$ cat config.mk
export PLATFORM = sky130hd
export DESIGN_NAME = centered_linear_convolution
export DESIGN_NICKNAME = d
export VERILOG_FILES = /design/src/hdl/clc_pkg.sv /design/src/hdl/clc_store.sv /design/src/hdl/clc_seq.sv /design/src/hdl/clc_mac.sv /design/src/hdl/centered_linear_convolution.sv
export SDC_FILE = /design/constraint.sdc
export NUM_CORES = 2
export LEC_CHECK = 0
export BUFFER_PORTS_ARGS = -buffer_cell sky130_fd_sc_hd__buf_2
export CORE_ASPECT_RATIO = 1.1
export CORE_MARGIN = 1
export CORE_UTILIZATION = 56
export CTS_BUF_LIST = sky130_fd_sc_hd__clkbuf_8
export DETAILED_ROUTE_END_ITERATION = 10
export GPL_TIMING_DRIVEN = 0
export MAX_ROUTING_LAYER = met4
export PLACE_DENSITY = 0.72
export SLEW_MARGIN = 5
export SYNTH_ARGS = -nofsm -noshare
export SYNTH_HDL_FRONTEND = slang
export SYNTH_HIERARCHICAL = 1
export SYNTH_SLANG_ARGS = --single-unit
$ cat constraint.sdc
create_clock -name clk -period 7.3 [get_ports clk]
set_input_delay 1.46 -clock clk [delete_from_list [all_inputs] [get_ports clk]]
set_output_delay 1.46 -clock clk [all_outputs]
set_load 0.05 [all_outputs]
$ cat src/hdl/clc_pkg.sv
`timescale 1ns / 1ps
`default_nettype none
// ----------------------------------------------------------------------------
// clc_pkg
// Shared types and constants for the centred linear convolution block.
// ----------------------------------------------------------------------------
package clc_pkg;

    // Fixed field widths
    localparam int SAMPLE_W = 16;
    localparam int PROD_W   = 32;
    localparam int VALUE_W  = 38;
    localparam int INDEX_W  = 6;
    localparam int CFG_W    = 7;

    // Reset value of the length register
    localparam logic [CFG_W-1:0] LENGTH_RESET = 7'd64;

    // Sequencer states, one-hot
    typedef enum logic [2:0] {
        ST_IDLE  = 3'b001,
        ST_RUN   = 3'b010,
        ST_DRAIN = 3'b100
    } seq_state_t;

    // One multiply-accumulate term as it travels down the datapath
    typedef struct packed {
        logic               valid;    // term present in this stage
        logic               en;       // term lies inside the sequence
        logic               first;    // first term of a result
        logic               last;     // last term of a result
        logic               run_end;  // last result of the run
        logic [INDEX_W-1:0] index;    // result position
    } term_t;

endpackage
`default_nettype wire

$ cat src/hdl/clc_store.sv
`timescale 1ns / 1ps
`default_nettype none
// ----------------------------------------------------------------------------
// clc_store
// Two sample memories, one write port and one registered read port each.
// ----------------------------------------------------------------------------
module clc_store
    import clc_pkg::*;
#(
    parameter int DEPTH  = 64,
    parameter int ADDR_W = 6
)
(
    input  wire logic                       clk,
    input  wire logic                       wr_en,
    input  wire logic [ADDR_W-1:0]          wr_addr,
    input  wire logic signed [SAMPLE_W-1:0] wr_first,
    input  wire logic signed [SAMPLE_W-1:0] wr_second,
    input  wire logic [ADDR_W-1:0]          rd_addr_first,
    input  wire logic [ADDR_W-1:0]          rd_addr_second,
    output logic signed [SAMPLE_W-1:0]      rd_first,
    output logic signed [SAMPLE_W-1:0]      rd_second
);

    logic signed [SAMPLE_W-1:0] first_mem  [DEPTH];
    logic signed [SAMPLE_W-1:0] second_mem [DEPTH];

    // Write port
    always_ff @(posedge clk)
    begin
        if (wr_en)
        begin
            first_mem[wr_addr]  <= wr_first;
            second_mem[wr_addr] <= wr_second;
        end
    end

    // Registered read ports
    always_ff @(posedge clk)
    begin
        rd_first  <= first_mem[rd_addr_first];
        rd_second <= second_mem[rd_addr_second];
    end

endmodule
`default_nettype wire

$ cat src/hdl/clc_seq.sv
`timescale 1ns / 1ps
`default_nettype none
// ----------------------------------------------------------------------------
// clc_seq
// Load counter, length register and the (x, j) term sequencer.
// ----------------------------------------------------------------------------
module clc_seq
    import clc_pkg::*;
#(
    parameter int MAX_LENGTH = 64,
    parameter int IDX_W      = 6,
    parameter int LEN_W      = 7
)
(
    input  wire logic             clk,
    input  wire logic             rst_n,
    input  wire logic             start,
    input  wire logic             cfg_valid,
    input  wire logic [CFG_W-1:0] cfg_data,
    input  wire logic             mac_active,
    output logic                  busy,
    output logic                  cfg_ready,
    output logic [IDX_W-1:0]      load_slot,
    output logic [IDX_W-1:0]      rd_addr_first,
    output logic [IDX_W-1:0]      rd_addr_second,
    output term_t                 term
);

    localparam int CTR_W = IDX_W + 1;

    seq_state_t       state_reg, state_next;
    logic [CFG_W-1:0] length_cfg_reg;
    logic [IDX_W-1:0] load_count_reg, load_count_next;
    logic [LEN_W-1:0] len_reg, len_next;
    logic [IDX_W-1:0] len_m1_reg, len_m1_next;
    logic [IDX_W-1:0] half_reg, half_next;
    logic [IDX_W-1:0] x_reg, x_next;
    logic [IDX_W-1:0] j_reg, j_next;

    logic [LEN_W-1:0] eff_len;
    logic             accept;
    logic             run_done;
    logic [CTR_W-1:0] centre;
    logic [CTR_W-1:0] offset;
    logic             last_j;
    logic             last_x;

    assign busy      = (state_reg != ST_IDLE);
    assign cfg_ready = ~busy;
    assign accept    = start & ~busy;
    assign load_slot = load_count_reg;

    // Length register
    always_ff @(posedge clk or negedge rst_n)
    begin
        if (!rst_n)
            length_cfg_reg <= LENGTH_RESET;
        else if (cfg_valid && cfg_ready)
            length_cfg_reg <= cfg_data;
    end

    // Effective length: zero acts as one, oversize clamps to the store depth
    always_comb
    begin
        if (length_cfg_reg == '0)
            eff_len = LEN_W'(1);
        else if (length_cfg_reg > CFG_W'(MAX_LENGTH))
            eff_len = LEN_W'(MAX_LENGTH);
        else
            eff_len = LEN_W'(length_cfg_reg);
    end

    // Load completes and a run starts when this beat reaches or passes the last slot
    assign run_done = ((LEN_W'(load_count_reg) + LEN_W'(1)) >= eff_len);

    // Term address generation
    assign centre = CTR_W'(x_reg) + CTR_W'(half_reg);
    assign offset = centre - CTR_W'(j_reg);
    assign last_j = (j_reg == len_m1_reg);
    assign last_x = (x_reg == len_m1_reg);

    assign rd_addr_first  = j_reg;
    assign rd_addr_second = offset[IDX_W-1:0];

    always_comb
    begin
        term.valid   = (state_reg == ST_RUN);
        term.en      = (CTR_W'(j_reg) <= centre) && (offset < CTR_W'(len_reg));
        term.first   = (j_reg == '0);
        term.last    = last_j;
        term.run_end = last_x;
        term.index   = INDEX_W'(x_reg);
    end

    // Sequencer
    always_comb
    begin
        state_next      = state_reg;
        load_count_next = load_count_reg;
        len_next        = len_reg;
        len_m1_next     = len_m1_reg;
        half_next       = half_reg;
        x_next          = x_reg;
        j_next          = j_reg;
        case (state_reg)
            ST_IDLE:
            begin
                if (accept)
                begin
                    if (run_done)
                    begin
                        load_count_next = '0;
                        len_next        = eff_len;
                        len_m1_next     = IDX_W'(eff_len - LEN_W'(1));
                        half_next       = IDX_W'(eff_len >> 1);
                        x_next          = '0;
                        j_next          = '0;
                        state_next      = ST_RUN;
                    end
                    else
                    begin
                        load_count_next = load_count_reg + IDX_W'(1);
                    end
                end
            end
            ST_RUN:
            begin
                if (last_j)
                begin
                    j_next = '0;
                    if (last_x)
                        state_next = ST_DRAIN;
                    else
                        x_next = x_reg + IDX_W'(1);
                end
                else
                begin
                    j_next = j_reg + IDX_W'(1);
                end
            end
            ST_DRAIN:
            begin
                if (!mac_active)
                    state_next = ST_IDLE;
            end
            default:
            begin
                state_next = ST_IDLE;
            end
        endcase
    end

    always_ff @(posedge clk or negedge rst_n)
    begin
        if (!rst_n)
        begin
            state_reg      <= ST_IDLE;
            load_count_reg <= '0;
        end
        else
        begin
            state_reg      <= state_next;
            load_count_reg <= load_count_next;
        end
    end

    always_ff @(posedge clk)
    begin
        len_reg    <= len_next;
        len_m1_reg <= len_m1_next;
        half_reg   <= half_next;
        x_reg      <= x_next;
        j_reg      <= j_next;
    end

endmodule
`default_nettype wire

$ cat src/hdl/clc_mac.sv
`timescale 1ns / 1ps
`default_nettype none
// ----------------------------------------------------------------------------
// clc_mac
// Shared multiply-accumulate unit: read align, multiply, accumulate, emit.
// ----------------------------------------------------------------------------
module clc_mac
    import clc_pkg::*;
(
    input  wire logic                       clk,
    input  wire logic                       rst_n,
    input  wire term_t                      term,
    input  wire logic signed [SAMPLE_W-1:0] rd_first,
    input  wire logic signed [SAMPLE_W-1:0] rd_second,
    output logic                            mac_active,
    output logic                            result_strobe,
    output logic [INDEX_W-1:0]              result_index,
    output logic signed [VALUE_W-1:0]       result_value,
    output logic                            last_result
);

    term_t                      s1_reg, s2_reg;
    logic signed [PROD_W-1:0]   prod_reg;
    logic signed [VALUE_W-1:0]  acc_reg;
    logic signed [VALUE_W-1:0]  acc_next;

    assign mac_active = s1_reg.valid | s2_reg.valid;

    // Stage flags; s1 lines up with the registered memory data
    always_ff @(posedge clk or negedge rst_n)
    begin
        if (!rst_n)
        begin
            s1_reg <= '0;
            s2_reg <= '0;
        end
        else
        begin
            s1_reg <= term;
            s2_reg <= s1_reg;
        end
    end

    // Multiply, out-of-range terms contribute zero
    always_ff @(posedge clk)
    begin
        if (s1_reg.en)
            prod_reg <= rd_first * rd_second;
        else
            prod_reg <= '0;
    end

    // Accumulate
    assign acc_next = (s2_reg.first ? VALUE_W'(0) : acc_reg) + VALUE_W'(prod_reg);

    always_ff @(posedge clk)
    begin
        if (s2_reg.valid)
            acc_reg <= acc_next;
    end

    // Result beat
    always_ff @(posedge clk or negedge rst_n)
    begin
        if (!rst_n)
            result_strobe <= 1'b0;
        else
            result_strobe <= s2_reg.valid & s2_reg.last;
    end

    always_ff @(posedge clk)
    begin
        if (s2_reg.valid && s2_reg.last)
        begin
            result_index <= s2_reg.index;
            result_value <= acc_next;
            last_result  <= s2_reg.run_end;
        end
    end

endmodule
`default_nettype wire

$ cat src/hdl/centered_linear_convolution.sv
`timescale 1ns / 1ps
`default_nettype none
// ----------------------------------------------------------------------------
// centered_linear_convolution
// Centred (same-size) linear convolution of two loaded Q1.15 sequences.
// ----------------------------------------------------------------------------
// Usage:
//   Input: one sample pair per beat, taken when start is high and busy low.
//   Pairs fill both stores in order; the pair that reaches the programmed
//   length starts a run and raises busy.
//   Config: cfg_valid/cfg_ready write sequence_length (0 acts as 1, values
//   above MAX_LENGTH act as MAX_LENGTH); ready only while busy is low.
//   Output: each result is on result_index/result_value/last_result for one
//   cycle with result_strobe high; last_result marks the final one.
//   The receiver cannot stall; results are never held.
// Timing:
//   A run uses one shared 16x16 multiplier and accumulator for all
//   length*length terms, one per cycle; busy stays high until the last
//   term has left the multiply-accumulate pipeline, so no new pair is
//   taken during a run. Result x follows once its length terms are summed.
// Reset:
//   Clears the load counter, sequencer and pipeline, and sets the length
//   to 64. Store contents are undefined until written.
// ----------------------------------------------------------------------------
module centered_linear_convolution
    import clc_pkg::*;
#(
    parameter int MAX_LENGTH = 64
)
(
    input  wire logic                       clk,
    input  wire logic                       rst_n,
    input  wire logic                       start,
    output logic                            busy,
    input  wire logic signed [SAMPLE_W-1:0] first_sample,
    input  wire logic signed [SAMPLE_W-1:0] second_sample,
    input  wire logic                       cfg_valid,
    output logic                            cfg_ready,
    input  wire logic [CFG_W-1:0]           cfg_data,
    output logic                            result_strobe,
    output logic [INDEX_W-1:0]              result_index,
    output logic signed [VALUE_W-1:0]       result_value,
    output logic                            last_result
);

    localparam int IDX_W = $clog2(MAX_LENGTH);
    localparam int LEN_W = $clog2(MAX_LENGTH + 1);

    logic                       mac_active;
    logic [IDX_W-1:0]           load_slot;
    logic [IDX_W-1:0]           rd_addr_first;
    logic [IDX_W-1:0]           rd_addr_second;
    logic signed [SAMPLE_W-1:0] rd_first;
    logic signed [SAMPLE_W-1:0] rd_second;
    term_t                      term;

    // Sequencer
    clc_seq #(
        .MAX_LENGTH (MAX_LENGTH),
        .IDX_W      (IDX_W),
        .LEN_W      (LEN_W)
    ) u_seq (
        .clk            (clk),
        .rst_n          (rst_n),
        .start          (start),
        .cfg_valid      (cfg_valid),
        .cfg_data       (cfg_data),
        .mac_active     (mac_active),
        .busy           (busy),
        .cfg_ready      (cfg_ready),
        .load_slot      (load_slot),
        .rd_addr_first  (rd_addr_first),
        .rd_addr_second (rd_addr_second),
        .term           (term)
    );

    // Sample stores, written on each accepted beat
    clc_store #(
        .DEPTH  (MAX_LENGTH),
        .ADDR_W (IDX_W)
    ) u_store (
        .clk            (clk),
        .wr_en          (start & ~busy),
        .wr_addr        (load_slot),
        .wr_first       (first_sample),
        .wr_second      (second_sample),
        .rd_addr_first  (rd_addr_first),
        .rd_addr_second (rd_addr_second),
        .rd_first       (rd_first),
        .rd_second      (rd_second)
    );

    // Multiply-accumulate
    clc_mac u_mac (
        .clk           (clk),
        .rst_n         (rst_n),
        .term          (term),
        .rd_first      (rd_first),
        .rd_second     (rd_second),
        .mac_active    (mac_active),
        .result_strobe (result_strobe),
        .result_index  (result_index),
        .result_value  (result_value),
        .last_result   (last_result)
    );

endmodule
`default_nettype wire

==> flow_metrics.tcl <==
set metrics [dict create \
    status "complete, no violations" \
    post-place-ws_ns -0.1083 \
    end_kind "flop" \
    cp_slowest_cell "fa_1" \
    async_flop_share_pct 1.683 \
    portBuffers 90 \
    grt_pass1_vias 53930 \
    vias_per_cell 6.308 \
    worstMarginPinSlew_ns 1.445 \
    ys_seq_elements 2258 \
    area_growth_syn_to_layout_pct 12.14 \
    slew_viol_final 0 \
    fp.dieH_um 439.9 \
    coreArea_sq_um 173000 \
    synth.net_count 5793 \
    ys_types 93 \
    clk_pin_slew_ns 0.06 \
    period_needed_ns 7.024 \
    antenna_found_initial 10 \
    start_kind "flop" \
    reg.largest.list "u_store/first_mem (1024), u_store/second_mem (1024)" \
    hold_path_class "reg2reg" \
    max_freq_mhz 142.4 \
    drt_iter0_markers 6112 \
    final_common_cell "edfxtp_1" \
    routed-via-count 52910 \
    postRouteAntennaNets 0 \
    grt_pass1_wl_mm 365.5 \
    hpwl_mm 173.6 \
    fin_setup_tns_ns 0 \
    cts_max_level 5 \
    yosys_warnings 6 \
    cts.sinks 2258 \
    required_ns 8.27 \
    clkLatencyLatePin_ns 1.07 \
    synth_edf_count 2156 \
    mostFrequentLayoutCells "2156 x edfxtp_1, 454 x inv_1, 448 x mux4_2, 369 x clkbuf_8, 264 x fa_1" \
    first_pass_iters 6 \
    globalRoute.totalOverflow 0 \
    num-nets-final 6324 \
    final_layout_size_suffix_gt1_share_pct 21.78 \
    drc_errors 0 \
    rsz0062_at_grt "false" \
    avgSynthCellArea_sq_um 18.30 \
    finalHoldViolations 0 \
    grt_max_degree 65 \
    slew_headroom_pct 3.636 \
    setup_violations 0 \
    layout_worst_path_cycle_share_pct 96.22 \
    wl_per_cell_um 30.38 \
    rows 160 \
    start_util_pct 56.45 \
    clockBufferDepth 4 \
    num_io_pins 91 \
    gp_congestion 0.9226 \
    grt_util_all_layers_pct 30.28 \
    cpPeakStageDelay_ns 0.55 \
    dieArea_sq_um 176000 \
    tritoncts "done" \
    critPathMostFrequentCell "fa_1" \
    maxCapViolations 0 \
    synth_cells 5336 \
    clockRootBuffer "clkbuf_8" \
    synth_seq_area_share_pct 68.60 \
    numCtsBuffers 355 \
    totalWireLength_mm 254.9 \
    path_class "reg2reg" \
    layout_setup_ws_ns 0.2762 \
    cp_cell_sequence "buf_2, nand2_1, fa_1, inv_1, fa_1, inv_1, fa_1, inv_1, fa_1, fa_1, inv_1, fa_1, inv_1, ha_1, a2111oi_0, o21ai_0, o21ai_0, o2111ai_1, and2_1, a221o_1, o21ai_0, xnor2_1, and2_1" \
    dieWidth_um 400.1 \
    synth_ff_type "edfxtp_1" \
    critPathMaxFanout 10 \
    critPathArrivalTime_ns 7.99 \
    syn_area_sq_um 97630 \
    skew_ns 0.06505 \
]
-- cells by family (layout without fill, tap and decap cells) --
| group | Yosys count | in the layout | synth area share, % |
|---|---|---|---|
| xor+xnor | 98 | 98 | 0.8791 |
| mux | 695 | 695 | 13.10 |
| compound gates | 488 | 488 | 3.414 |
| flops | 2258 | 2258 | 68.60 |
| buf+inv | 585 | 1361 | 2.531 |
| simple gates | 798 | 798 | 4.132 |
| fa+ha+maj | 414 | 414 | 7.343 |
| other cells | 0 | 8 | 0 |
-- final timing paths --
kind | startpoint | endpoint | slack (ns) | cells past startpoint
setup / recovery | u_store/rd_second[8] | u_mac/prod_reg[31] | 0.28 | 23
hold / removal | u_mac/s1_reg[6] | u_mac/s2_reg[6] | 0.34 | 0
setup reg to reg | u_store/rd_second[8] | u_mac/prod_reg[31] | 0.28 | 23
hold reg to reg | u_mac/s1_reg[6] | u_mac/s2_reg[6] | 0.34 | 0
max in group asynchronous | rst_n | u_mac/s2_reg[10] | 6.19 | 1
min in group asynchronous | rst_n | u_mac/s1_reg[4] | 0.53 | 1
-- layout make-up --
class / instances / area, sq um
sequential: 2258 / 66990
fill: 11820 / 63480
multi-input combinational: 2493 / 28680
clock buffer: 369 / 5079
tap: 2268 / 2838
timing repair buffer: 174 / 2260
inverter: 353 / 1328
buffer: 232 / 1181
clock inverter: 233 / 1111
antenna: 8 / 20.02
-- synth_stat cells (all sizes together) (13+ instances only) --
library cell / n / area [sq um]
nand2b: 29 / 181.4
o22ai: 68 / 425.4
fa: 265 / 5305
dfxtp: 64 / 1281
a22oi: 26 / 195.2
nand3: 53 / 270.3
buf: 131 / 764.5
a211oi: 31 / 237.7
inv: 351 / 1318
a21o: 25 / 187.7
nor2b: 77 / 489.2
a21oi: 96 / 484.2
ha: 149 / 1864
mux4: 459 / 10380
xor2: 22 / 192.7
nand4: 14 / 87.58
clkbuf: 101 / 379.1
and3: 18 / 112.6
nor2: 166 / 628.1
nor3: 36 / 180.2
xnor2: 76 / 665.6
dfrtp: 36 / 900.9
a221oi: 35 / 324.1
o21ai: 90 / 457.9
and2: 151 / 944.7
o221ai: 13 / 113.9
mux2i: 198 / 1982
mux2: 38 / 427.9
nand2: 208 / 785.8
edfxtp: 2156 / 64740
-- timing repair --
item | in CTS | in global routing
hold buffers | 0 | 0
endpoints found under the setup margin | 1 | 2
gates resized for setup | 10 | 53
buffers inserted | 0 | 0
pin swaps | 0 | 0
-- worst max-delay path: cells and delay by family (launching register included) --
family / cells / cell delay (ns)
adder cells (fa/ha/maj): 7 / 3.45
AO/OA/AOI/OAI: 6 / 1.54
buffers and inverters: 6 / 0.61
AND/OR/NAND/NOR: 3 / 0.55
flip-flops: 1 / 0.49
XOR/XNOR: 1 / 0.30
-- metal layers --
metal  part of all wire, %  vias up  global-route usage (%)
met3                    11      630                   7.154
met5                     0        -                       -
met1                    36    27340                   37.88
met2                    48     3138                   47.52
li1                      -    21810                       -
met4                   4.8        0                   13.04
-- metrics by stage --
stage	area [sq um]	hold slack, ns	cells	utilization, %
finish	109500	0.3392	8388	63.30
CTS	109400	0.3440	8380	63.26
global route	109500	0.3430	8388	63.30
floorplan	97630	0.3312	5336	-
detailed placement	103200	0.3347	7778	59.67
global placement	100900	0.3317	7694	58.35
Power is not shown: default switching activity piles up to over one toggle a cycle in this logic, so the estimate is an artifact.
